### src/hw/rtl/clsp_pkg.sv
// ----------------------------------------------------------------------------
// clsp_pkg: shared definitions for the combined LCG shuffle generator
// Generator constants, controller states, and the command and status bundles
// that pass between the controller and the datapath.
// ----------------------------------------------------------------------------
package clsp_pkg;

	localparam int unsigned TABLE_ENTRIES_DEF = 32;
	localparam int unsigned WARMUP_STEPS_DEF  = 8;

	localparam logic [30:0] MOD_A         = 31'd2147483563;
	localparam logic [30:0] MOD_B         = 31'd2147483399;
	localparam logic [15:0] MUL_A         = 16'd40014;
	localparam logic [15:0] MUL_B         = 16'd40692;
	localparam logic [7:0]  GAP_A         = 8'd85;
	localparam logic [7:0]  GAP_B         = 8'd249;
	localparam logic [30:0] RANGE_TOP     = 31'd2147483562;
	localparam logic [31:0] FRACTION_CEIL = 32'd4294966780;
	localparam logic [30:0] RESET_SEED    = 31'd36;
	localparam logic [7:0]  FRAC_MUL      = 8'd170;

	typedef enum logic [3:0] {
		ST_SEED,
		ST_SMUL,
		ST_SRED,
		ST_IDLE,
		ST_MUL,
		ST_RED,
		ST_DIV,
		ST_READ,
		ST_UPD,
		ST_FRAC,
		ST_OUT
	} state_t;

	typedef struct packed {
		logic capture;
		logic boot_seed;
		logic seed_load;
		logic seed_mul;
		logic seed_red;
		logic draw_mul;
		logic draw_red;
		logic mem_rd;
		logic upd;
		logic frac;
		logic out_load;
	} cmd_t;

	typedef struct packed {
		logic seed_last;
		logic div_done;
		logic out_free;
	} status_t;

	// Reduces a 47-bit product modulo 2^31 - gap, where hi * gap stays small.
	function automatic logic [30:0] mod_reduce(input logic [46:0] prod,
		input logic [7:0] gap, input logic [30:0] modulus);
		logic [31:0] t;
		t = 32'(prod[46:31]) * 32'(gap) + 32'(prod[30:0]);
		if (t >= {1'b0, modulus}) begin
			t = t - {1'b0, modulus};
		end
		return t[30:0];
	endfunction

endpackage

### src/hw/rtl/clsp_slot_div.sv
// ----------------------------------------------------------------------------
// clsp_slot_div: shuffle slot selection
// Compares the last output against the slot boundaries, which are multiples of
// the slot divisor, and registers the slot on start. The highest boundary
// passed is the slot, so the result never exceeds the last table entry.
// ----------------------------------------------------------------------------
module clsp_slot_div #(
	parameter int unsigned TABLE_ENTRIES = clsp_pkg::TABLE_ENTRIES_DEF
) (
	input  logic                             clk,
	input  logic                             arst_n,
	input  logic                             start,
	input  logic [30:0]                      dividend,
	output logic                             done,
	output logic [$clog2(TABLE_ENTRIES)-1:0] slot
);
	import clsp_pkg::*;

	localparam int unsigned   IDX_W        = $clog2(TABLE_ENTRIES);
	localparam logic [31:0]   SLOT_DIVISOR = 32'(1 + RANGE_TOP / TABLE_ENTRIES);

	logic [IDX_W-1:0] slot_d;
	logic [IDX_W-1:0] slot_q;
	logic             done_q;

	always_comb begin
		slot_d = '0;
		for (int k = 1; k < TABLE_ENTRIES; k++) begin
			if ({1'b0, dividend} >= 32'(k) * SLOT_DIVISOR) begin
				slot_d = IDX_W'(k);
			end
		end
	end

	always_ff @(posedge clk or negedge arst_n) begin
		if (!arst_n) begin
			done_q <= 1'b1;
		end else begin
			done_q <= !start;
		end
	end

	always_ff @(posedge clk) begin
		if (start) begin
			slot_q <= slot_d;
		end
	end

	assign done = done_q;
	assign slot = slot_q;

endmodule

### src/hw/rtl/clsp_datapath.sv
// ----------------------------------------------------------------------------
// clsp_datapath: generator datapath
// Both Lehmer generators, the shuffle table memory, the seeding counter, the
// slot divider, the fraction scaling and the output register.
// ----------------------------------------------------------------------------
module clsp_datapath #(
	parameter int unsigned TABLE_ENTRIES = clsp_pkg::TABLE_ENTRIES_DEF,
	parameter int unsigned WARMUP_STEPS  = clsp_pkg::WARMUP_STEPS_DEF
) (
	input  logic              clk,
	input  logic              arst_n,
	input  clsp_pkg::cmd_t    cmd,
	output clsp_pkg::status_t status,
	input  logic [30:0]       seed_in,
	input  logic              m_ready,
	output logic              m_valid,
	output logic [30:0]       m_raw,
	output logic [31:0]       m_frac
);
	import clsp_pkg::*;

	localparam int unsigned IDX_W     = $clog2(TABLE_ENTRIES);
	localparam int unsigned SEQ_STEPS = TABLE_ENTRIES + WARMUP_STEPS;
	localparam int unsigned NW        = $clog2(SEQ_STEPS);

	logic [30:0]      seed_q;
	logic [30:0]      seed_src;
	logic [30:0]      seed_eff;
	logic [30:0]      g1_q;
	logic [30:0]      g2_q;
	logic [46:0]      p1_s1;
	logic [46:0]      p2_s1;
	logic [30:0]      g1_next;
	logic [30:0]      g2_next;
	logic [30:0]      last_q;
	logic [NW-1:0]    n_q;
	logic             n_in_table;
	logic [30:0]      tbl [0:TABLE_ENTRIES-1];
	logic             tbl_we;
	logic [IDX_W-1:0] tbl_wa;
	logic [30:0]      tbl_wd;
	logic [30:0]      rd_q;
	logic [IDX_W-1:0] slot;
	logic             div_done;
	logic [31:0]      d32;
	logic [30:0]      diff;
	logic [30:0]      raw_q;
	logic [38:0]      u_q;
	logic [31:0]      v;
	logic [8:0]       corr;
	logic [32:0]      frac33;
	logic [31:0]      frac_sat;
	logic             out_valid_q;
	logic [30:0]      out_raw_q;
	logic [31:0]      out_frac_q;

	clsp_slot_div #(
		.TABLE_ENTRIES(TABLE_ENTRIES)
	) u_div (
		.clk     (clk),
		.arst_n  (arst_n),
		.start   (cmd.draw_mul),
		.dividend(last_q),
		.done    (div_done),
		.slot    (slot)
	);

	assign seed_src   = cmd.boot_seed ? RESET_SEED : seed_q;
	assign seed_eff   = (seed_src == '0) ? 31'd1 : seed_src;
	assign g1_next    = mod_reduce(p1_s1, GAP_A, MOD_A);
	assign g2_next    = mod_reduce(p2_s1, GAP_B, MOD_B);
	assign n_in_table = ({1'b0, n_q} < (NW + 1)'(TABLE_ENTRIES));

	always_ff @(posedge clk or negedge arst_n) begin
		if (!arst_n) begin
			n_q <= '0;
		end else if (cmd.seed_load) begin
			n_q <= NW'(SEQ_STEPS - 1);
		end else if (cmd.seed_red && (n_q != '0)) begin
			n_q <= n_q - 1'b1;
		end
	end

	always_ff @(posedge clk) begin
		if (cmd.capture) begin
			seed_q <= seed_in;
		end
		if (cmd.seed_load) begin
			g1_q <= seed_eff;
			g2_q <= seed_eff;
		end else begin
			if (cmd.seed_red || cmd.draw_red) begin
				g1_q <= g1_next;
			end
			if (cmd.draw_red) begin
				g2_q <= g2_next;
			end
		end
		if (cmd.seed_mul || cmd.draw_mul) begin
			p1_s1 <= 47'(g1_q) * 47'(MUL_A);
		end
		if (cmd.draw_mul) begin
			p2_s1 <= 47'(g2_q) * 47'(MUL_B);
		end
		if (cmd.seed_red && (n_q == '0)) begin
			last_q <= g1_next;
		end else if (cmd.upd) begin
			last_q <= diff;
		end
		if (cmd.upd) begin
			raw_q <= diff;
		end
		if (cmd.frac) begin
			u_q <= 39'(raw_q) * 39'(FRAC_MUL);
		end
		if (cmd.out_load) begin
			out_raw_q  <= raw_q;
			out_frac_q <= frac_sat;
		end
	end

	assign tbl_we = (cmd.seed_red && n_in_table) || cmd.upd;
	assign tbl_wa = cmd.upd ? slot : n_q[IDX_W-1:0];
	assign tbl_wd = cmd.upd ? g1_q : g1_next;

	always_ff @(posedge clk) begin
		if (tbl_we) begin
			tbl[tbl_wa] <= tbl_wd;
		end
		if (cmd.mem_rd) begin
			rd_q <= tbl[slot];
		end
	end

	// The entry minus the second generator, wrapped into 1 .. RANGE_TOP.
	assign d32  = {1'b0, rd_q} + ((rd_q > g2_q) ? 32'd0 : {1'b0, RANGE_TOP})
	              - {1'b0, g2_q};
	assign diff = d32[30:0];

	// floor(raw * 2^32 / MOD_A) = 2 * raw + floor(170 * raw / MOD_A).
	assign v        = 32'(u_q[38:31]) * 32'(GAP_A) + 32'(u_q[30:0]);
	assign corr     = 9'(u_q[38:31]) + 9'(v >= {1'b0, MOD_A});
	assign frac33   = {1'b0, raw_q, 1'b0} + 33'(corr);
	assign frac_sat = (frac33 > 33'(FRACTION_CEIL)) ? FRACTION_CEIL : frac33[31:0];

	always_ff @(posedge clk or negedge arst_n) begin
		if (!arst_n) begin
			out_valid_q <= 1'b0;
		end else if (cmd.out_load) begin
			out_valid_q <= 1'b1;
		end else if (m_ready) begin
			out_valid_q <= 1'b0;
		end
	end

	assign status.seed_last = (n_q == '0);
	assign status.div_done  = div_done;
	assign status.out_free  = !out_valid_q || m_ready;

	assign m_valid = out_valid_q;
	assign m_raw   = out_raw_q;
	assign m_frac  = out_frac_q;

endmodule

### src/hw/rtl/clsp_ctrl.sv
// ----------------------------------------------------------------------------
// clsp_ctrl: sequencing controller
// Steps the datapath through seeding and drawing and owns the input request
// handshake.
// ----------------------------------------------------------------------------
module clsp_ctrl (
	input  logic              clk,
	input  logic              arst_n,
	input  logic              s_valid,
	input  logic              req_type,
	input  clsp_pkg::status_t status,
	output logic              s_ready,
	output clsp_pkg::cmd_t    cmd
);
	import clsp_pkg::*;

	state_t state_q;
	state_t state_d;
	logic   boot_q;

	always_ff @(posedge clk or negedge arst_n) begin
		if (!arst_n) begin
			state_q <= ST_SEED;
			boot_q  <= 1'b1;
		end else begin
			state_q <= state_d;
			if ((state_q == ST_SRED) && status.seed_last) begin
				boot_q <= 1'b0;
			end
		end
	end

	always_comb begin
		state_d = state_q;
		case (state_q)
			ST_SEED: state_d = ST_SMUL;
			ST_SMUL: state_d = ST_SRED;
			ST_SRED: begin
				if (status.seed_last) begin
					state_d = boot_q ? ST_IDLE : ST_MUL;
				end else begin
					state_d = ST_SMUL;
				end
			end
			ST_IDLE: begin
				if (s_valid) begin
					state_d = req_type ? ST_SEED : ST_MUL;
				end
			end
			ST_MUL:  state_d = ST_RED;
			ST_RED:  state_d = ST_DIV;
			ST_DIV: begin
				if (status.div_done) begin
					state_d = ST_READ;
				end
			end
			ST_READ: state_d = ST_UPD;
			ST_UPD:  state_d = ST_FRAC;
			ST_FRAC: state_d = ST_OUT;
			ST_OUT: begin
				if (status.out_free) begin
					state_d = ST_IDLE;
				end
			end
			default: state_d = ST_IDLE;
		endcase
	end

	always_comb begin
		cmd     = '0;
		s_ready = 1'b0;
		case (state_q)
			ST_SEED: begin
				cmd.seed_load = 1'b1;
				cmd.boot_seed = boot_q;
			end
			ST_SMUL: cmd.seed_mul = 1'b1;
			ST_SRED: cmd.seed_red = 1'b1;
			ST_IDLE: begin
				s_ready     = 1'b1;
				cmd.capture = s_valid;
			end
			ST_MUL:  cmd.draw_mul = 1'b1;
			ST_RED:  cmd.draw_red = 1'b1;
			ST_READ: cmd.mem_rd   = 1'b1;
			ST_UPD:  cmd.upd      = 1'b1;
			ST_FRAC: cmd.frac     = 1'b1;
			ST_OUT:  cmd.out_load = status.out_free;
			default: cmd = '0;
		endcase
	end

endmodule

### src/hw/rtl/combined_lcg_shuffle_prng.sv
// ----------------------------------------------------------------------------
// combined_lcg_shuffle_prng: combined LCG generator with shuffle table
// Each request on the slave stream yields one uniform number on the master
// stream. tuser selects a plain draw (0) or a reseed followed by a draw (1);
// on reseed the seed in tdata replaces the state, a zero seed acting as one.
// Results carry the raw integer and a saturated Q0.32 fraction.
// One request is handled at a time. A draw steps through generator multiply,
// modular reduce, slot select, table read, table update, fraction scaling and
// output load before its result is valid; a new request is accepted only once
// the previous one has reached the output register.
// A reseed adds the seeding sequence, in which the first generator is stepped
// through its multiply and reduce states once per step, for TABLE_ENTRIES +
// WARMUP_STEPS steps.
// After reset the block seeds itself with 36 in the same way; s_tready stays
// low until that completes and no result is made.
// The result sits in an output register, so the next request is accepted
// while it waits; if the receiver still stalls when the following result is
// ready, the block holds that result and accepts nothing until it drains.
// ----------------------------------------------------------------------------
module combined_lcg_shuffle_prng #(
	parameter int unsigned TABLE_ENTRIES = clsp_pkg::TABLE_ENTRIES_DEF,
	parameter int unsigned WARMUP_STEPS  = clsp_pkg::WARMUP_STEPS_DEF
) (
	input  logic        clk,
	input  logic        arst_n,
	input  logic        s_tvalid,
	output logic        s_tready,
	input  logic [31:0] s_tdata,  // [30:0] seed_magnitude
	input  logic        s_tuser,  // [0] req_type
	output logic        m_tvalid,
	input  logic        m_tready,
	output logic [63:0] m_tdata   // [30:0] raw_value, [62:31] fraction
);
	import clsp_pkg::*;

	cmd_t        cmd;
	status_t     status;
	logic [30:0] raw;
	logic [31:0] frac;

	clsp_ctrl u_ctrl (
		.clk     (clk),
		.arst_n  (arst_n),
		.s_valid (s_tvalid),
		.req_type(s_tuser),
		.status  (status),
		.s_ready (s_tready),
		.cmd     (cmd)
	);

	clsp_datapath #(
		.TABLE_ENTRIES(TABLE_ENTRIES),
		.WARMUP_STEPS (WARMUP_STEPS)
	) u_dp (
		.clk    (clk),
		.arst_n (arst_n),
		.cmd    (cmd),
		.status (status),
		.seed_in(s_tdata[30:0]),
		.m_ready(m_tready),
		.m_valid(m_tvalid),
		.m_raw  (raw),
		.m_frac (frac)
	);

	assign m_tdata = {1'b0, frac, raw};

endmodule

### config.mk
export PLATFORM = sky130hd
export DESIGN_NAME = combined_lcg_shuffle_prng
export DESIGN_NICKNAME = d
export VERILOG_FILES = /design/src/hw/rtl/clsp_pkg.sv /design/src/hw/rtl/clsp_slot_div.sv /design/src/hw/rtl/clsp_datapath.sv /design/src/hw/rtl/clsp_ctrl.sv /design/src/hw/rtl/combined_lcg_shuffle_prng.sv
export SDC_FILE = /design/constraint.sdc
export NUM_CORES = 2
export LEC_CHECK = 0
export ABC_AREA = 1
export BUFFER_PORTS_ARGS = -buffer_cell sky130_fd_sc_hd__buf_2
export CAP_MARGIN = 20
export CELL_PAD_IN_SITES_DETAIL_PLACEMENT = 0
export CELL_PAD_IN_SITES_GLOBAL_PLACEMENT = 2
export CORE_MARGIN = 1.5
export CORE_UTILIZATION = 46
export DETAILED_ROUTE_END_ITERATION = 8
export GPL_TIMING_DRIVEN = 0
export PLACE_DENSITY_LB_ADDON = 0.2
export SYNTH_ARGS = -nofsm -noshare
export SYNTH_HDL_FRONTEND = slang
export SYNTH_HIERARCHICAL = 1
export SYNTH_SLANG_ARGS = --single-unit
### constraint.sdc
create_clock -name clk -period 18.52 [get_ports clk]
set_input_delay 3.704 -clock clk [delete_from_list [all_inputs] [get_ports clk]]
set_output_delay 3.704 -clock clk [all_outputs]
set_load 0.02 [all_outputs]
# After elaboration in Yosys (flattened, before gate mapping)
# Memory sizes are Yosys's and may differ from the RTL's. A register that Yosys moved wholly into a read port is not among the register bits.
# Cells that the tools add are included.
dict set report word_totals {
  regBits 365
  mem_bits_rw 992
  inputBits 37
  output_inout_bits 66
  elab_cells 178
  mem_count 1
}
# memory words width rd rd_clocked_by_memory_dff write_ports line
set mem_list {}
lappend mem_list {u_dp.tbl 32 31 1 1 1 clsp_datapath.sv:38} ;# logic [30:0] tbl [0:TABLE_ENTRIES-1];
dict set report op_classes {
  addsub 10
  n_mul 6
  n_lt_le_gt_ge 37
  n_eq_ne 13
  mux 67
  reduce_logical 24
}
# op n
set ops {}
lappend ops {{31-bit greater-or-equal comparator, second input constant} 15}
lappend ops {{31-bit 2-to-1 mux} 12}
lappend ops {{31-bit by 30-bit greater-or-equal comparator with 1-bit output, second input constant} 8}
lappend ops {{31-bit by 29-bit greater-or-equal comparator with 1-bit output, second input constant} 4}
lappend ops {{32-bit by 31-bit greater-or-equal comparator with 1-bit output, second input constant} 3}
lappend ops {{5-bit 2-to-1 mux} 14}
lappend ops {{31-bit by 28-bit greater-or-equal comparator with 1-bit output, second input constant} 2}
lappend ops {{31-bit subtractor, second input constant} 2}
lappend ops {{4-bit 2-to-1 mux} 12}
lappend ops {{31-bit by 15-bit multiplier with 46-bit output, second input constant} 1}
lappend ops {{31-bit by 14-bit multiplier with 45-bit output, second input constant} 1}
lappend ops {{4-bit one-hot mux with 11 select lines} 1}
lappend ops {{31-bit by 7-bit multiplier with 38-bit output, second input constant} 1}
lappend ops {{32-bit by 9-bit adder with 33-bit output} 1}
lappend ops {{33-bit by 32-bit greater-than comparator with 1-bit output, second input constant} 1}
lappend ops {{15-bit by 31-bit adder with 32-bit output} 1}
lappend ops {{23-bit by 31-bit adder with 32-bit output} 1}
lappend ops {{24-bit by 31-bit adder with 32-bit output} 1}
lappend ops {{31-bit adder} 1}
lappend ops {{31-bit by 26-bit greater-or-equal comparator with 1-bit output, second input constant} 1}
lappend ops {{31-bit by 27-bit greater-or-equal comparator with 1-bit output, second input constant} 1}
lappend ops {{31-bit greater-than comparator} 1}
lappend ops {{31-bit logical NOT} 1}
lappend ops {{31-bit subtractor} 1}
lappend ops {{28 further kinds} 70}

# Depth between registers and ports, before layout
dict set report logic_depth {
  ltp_word 31
  depth_mapped 43
  mapped_depth_nobuf 41
}

# Hierarchy
# The synthesis kept the hierarchy.
# mod instances cells_each area_per_inst_um2 seq_area_each_um2
set by_module_without_submodules {}
lappend by_module_without_submodules {clsp_datapath 1 8351 87209.9 41314.6}
lappend by_module_without_submodules {clsp_slot_div 1 260 1325.0 176.4}
lappend by_module_without_submodules {clsp_ctrl 1 72 421.7 126.4}
lappend by_module_without_submodules {combined_lcg_shuffle_prng 1 2 11.3 0.0}

# Least setup slack after synthesis
# No wires, ideal clock.
dict set report synth_timing {
  path_type {input to register}
  startpoint {input port m_tready}
  endpoint {register u_dp.out_frac_q[0], in the netlist u_dp/m_frac[0] (enable)}
  setup_ns 0.642
  arrival_ns 9.859
  required_ns 17.878
  path_slack_ns 8.019
  stages 4
  path_buffers 0
  cell_sequence {inv_1 -> nand2_1 -> inv_1 -> nor4_1}
}
# item line
set synth_lines {}
lappend synth_lines {{from (decl)} combined_lcg_shuffle_prng.sv:31} ;# input logic m_tready,
lappend synth_lines {{to (signal assigned)} clsp_datapath.sv:118} ;# out_frac_q <= frac_sat;
lappend synth_lines {{to (decl)} clsp_datapath.sv:55} ;# logic [31:0] out_frac_q;

# Worst setup path in the final report
dict set report layout_timing {
  startpoint {register u_dp.u_q[35]}
  endpoint {register u_dp.out_frac_q[22], in the netlist u_dp/m_frac[22], data pin}
}
dict set report layout_via {
  elab_chain_cells 6
}
# item line
set layout_lines {}
lappend layout_lines {{from (decl)} clsp_datapath.sv:48} ;# logic [38:0] u_q;
lappend layout_lines {{from (signal assigned)} clsp_datapath.sv:114} ;# u_q <= 39'(raw_q) * 39'(FRAC_MUL);
lappend layout_lines {{8-bit by 7-bit multiplier with 15-bit output} clsp_datapath.sv:141} ;# assign v = 32'(u_q[38:31]) * 32'(GAP_A) + 32'(u_q[30:0]);
lappend layout_lines {{15-bit by 31-bit adder with 32-bit output} clsp_datapath.sv:141}
lappend layout_lines {{32-bit by 31-bit greater-or-equal comparator with 1-bit output} clsp_datapath.sv:142} ;# assign corr = 9'(u_q[38:31]) + 9'(v >= {1'b0, MOD_A});
lappend layout_lines {{8-bit by 1-bit adder with 9-bit output (*)} clsp_datapath.sv:142}
lappend layout_lines {{32-bit by 9-bit adder with 33-bit output (*)} clsp_datapath.sv:143} ;# assign frac33 = {1'b0, raw_q, 1'b0} + 33'(corr);
lappend layout_lines {{33-bit by 32-bit greater-than comparator with 1-bit output} clsp_datapath.sv:144} ;# assign frac_sat = (frac33 > 33'(FRACTION_CEIL)) ? FRACTION_CEIL : frac33[31:0];
# Mark *: on every way between the ends. The rest lies on a longest branch, timed or not.
# A chain may end at the register's enable or synchronous reset.

==> impl_metrics.py <==
metrics = {
    "worst_setup_path": {
        "startpoint": "u_dp/u_q[35]$_DFFE_PP_",
        "critPathMostFrequentCell": "nand2_1",
        "reg2reg_depth": 37,
        "r2r-start": "u_dp/u_q[35]$_DFFE_PP_",
        "critical_path_required_ns": 19.10,
        "crit_buf_inv": 4,
        "critical_path.max_stage_delay_ns": 0.56,
        "start_kind": "flip-flop",
        "cp.depth": 37,
        "crit_fanout": 10,
        "path_class": "flip-flop to flip-flop",
        "crit_slowest_cell": "edfxtp_1",
        "cp.arrival_ns": 8.39,
        "cp-end-kind": "flip-flop",
        "cpLargestDelayFamily": "adder cells",
    },
    "synth": {
        "synth_area_um2": 88930,
        "syn-num-nets": 9926,
        "avgSynthCellArea_um2": 10.24,
        "yosysWarnings": 6,
        "syn_inst": 8682,
    },
    "layout": {
        "multi_input_area_um2": 42050,
        "num-nets-final": 10260,
        "seqCellArea_um2": 41590,
        "area_growth_pct": 11.70,
        "fillers": 17590,
        "drive_gt1_share_pct": 6.284,
    },
    "floorplanning": {
        "row_count": 161,
        "coreArea_um2": 192400,
        "fp.dieH_um": 442.7,
        "start_util_pct": 46.23,
        "die_width_um": 442.7,
        "num_io_pins": 103,
        "die-area_um2": 196000,
    },
    "global_route": {
        "grt_overflow": 0,
        "antenna_found_initial": 20,
        "grt_pass1_vias": 66740,
        "grt_usage_pct": 30.61,
        "grt_max_degree": 47,
        "grt_pass1_wl_mm": 440.4,
    },
    "worst_hold_path": {
        "hp-start": "u_ctrl/boot_q$_DFFE_PN1P_",
        "hold_depth": 2,
        "min_path_type": "flip-flop to flip-flop",
    },
    "detailed_routing": {
        "routed_wl_mm": 299.7,
        "drc": 0,
        "final_antenna_net_count": 0,
        "wl_per_cell_um": 25.69,
        "viasPerCell": 5.708,
        "dr.pass1.iters": 8,
        "drt_iter0_markers": 6857,
        "vias": 66590,
    },
    "placement": {
        "io_buffers": 100,
        "place_hpwl_mm": 231.7,
        "place.gp.congestion": 0.9486,
    },
    "timing": {
        "fmax_ghz": 0.1280,
        "rsz0062_at_grt": "false",
        "hold_violations": 0,
        "maxSlewHeadroom_pct": 1.006,
        "fin_skew_ns": 0.07101,
        "setup_viol": 0,
        "setup_tns_ns": 0,
        "period_needed_ns": 7.815,
        "worst_pin_slew_ns": 1.469,
        "min_period_over_period_pct": 42.20,
        "slew_viol_final": 0,
    },
    "clock_network": {
        "clk_pin_slew_ns": 0.07,
        "cts_buffers": 152,
        "htree_levels": 4,
        "clock-sinks": 1387,
        "post_cts_buffers": 0,
        "cts_tree": "built",
        "cts_hold_buf": 0,
        "clk-insertion-delay-late_ns": 0.83,
        "cts_resized": 0,
        "cts-root-buf": "clkbuf_16",
        "clock_path_buffers": 3,
    },
    "status": {
        "status": "finished, violations left",
        "violations": "max-capacitance violations",
    },
    "flow_run": {
        "maxCapViolCount": 1,
    },
}
## tightest hold or removal path: stages, from the launching register on
cell and delay [ns]:
dfstp_2 0.37, o21ai_1 0.07, inv_1 0.05
## final timing paths
| path | to | slack, ns |
|---|---|---|
| min | u_ctrl/boot_q$_DFFE_PN1P_ | 0.48 |
| max in group asynchronous | u_dp/u_div/done$_DFF_PN1_ | 15.39 |
| min reg2reg | u_ctrl/boot_q$_DFFE_PN1P_ | 0.48 |
| min in group asynchronous | u_dp/m_valid$_DFFE_PN0P_ | 2.82 |
| max | u_dp/m_frac[22]$_SDFFCE_PN1P_ | 10.71 |
| max reg2reg | u_dp/m_frac[22]$_SDFFCE_PN1P_ | 10.71 |
## per-stage QoR
| step | std cells | setup slack [ns] | instance area [um2] | hold WS, ns | util, % |
|---|---|---|---|---|---|
| after floorplan | 8682 | 8.019 | 88930 | 0.4470 | - |
| after global placement | 11310 | 3.738 | 92590 | 0.4593 | 48.13 |
| after detailed placement | 11390 | 10.72 | 94490 | 0.4700 | 49.12 |
| after CTS | 11660 | 10.69 | 99280 | 0.4832 | 51.61 |
| after global routing | 11660 | 9.986 | 99320 | 0.5178 | 51.63 |
| final | 11670 | 10.71 | 99330 | 0.4839 | 51.63 |
## sequential cells by signal (all words and copies together), names as in the netlist
name	flops
u_dp/u_q	38
u_dp/m_valid	1
u_dp/g1_q	31
u_dp/seed_q	31
u_dp/m_raw	31
u_dp/rd_q	31
u_dp/n_q	6
u_dp/p2_s1	45
u_dp/m_frac	32
u_dp/g2_q	31
u_dp/tbl	992
u_dp/u_div/slot	5
u_dp/p1_s1	46
u_ctrl/boot_q	1
u_dp/raw_q	31
u_ctrl/state_q	4
u_dp/last_q	30
u_dp/u_div/done	1
## layout make-up
| type | count | share of cell area, % |
|---|---|---|
| Tap cell | 2526 | 3.182 |
| Clock buffer | 178 | 3.948 |
| Buffer | 252 | 1.044 |
| Antenna cell | 5 | 0.01260 |
| Clock inverter | 95 | 0.8780 |
| Sequential cell | 1387 | 41.87 |
| Timing Repair Buffer | 180 | 2.060 |
| Multi-Input combinational cell | 5806 | 42.33 |
| Inverter | 1237 | 4.676 |
## routing by layer
metal / vias to the layer above / GRT usage [%] / part of all wire (%)
met5: - / 0 / 0.030
met2: 2800 / 50.07 / 47
li1: 30310 / - / -
met1: 32910 / 40.26 / 40
met4: 12 / 11.49 / 4.1
met3: 558 / 6.099 / 8.4
## placed cells by master (no fill, tap or decap), types with 56 or more instances in the layout
| master | n |
|---|---|
| nand2_1 | 1320 |
| clkbuf_16 | 152 |
| a21oi_1 | 279 |
| inv_1 | 1214 |
| nand4_1 | 60 |
| nand3_1 | 317 |
| fa_1 | 548 |
| xnor2_1 | 66 |
| buf_2 | 115 |
| nor3_1 | 76 |
| clkbuf_1 | 243 |
| o221ai_1 | 198 |
| nor2_1 | 994 |
| o22ai_1 | 56 |
| ha_1 | 659 |
| edfxtp_1 | 1374 |
| xor2_1 | 136 |
| a31oi_1 | 73 |
| o21ai_0 | 725 |
Power is left out: the tool's default activity adds up to more than one toggle a clock period on the data nets, which glitch-free logic cannot reach.
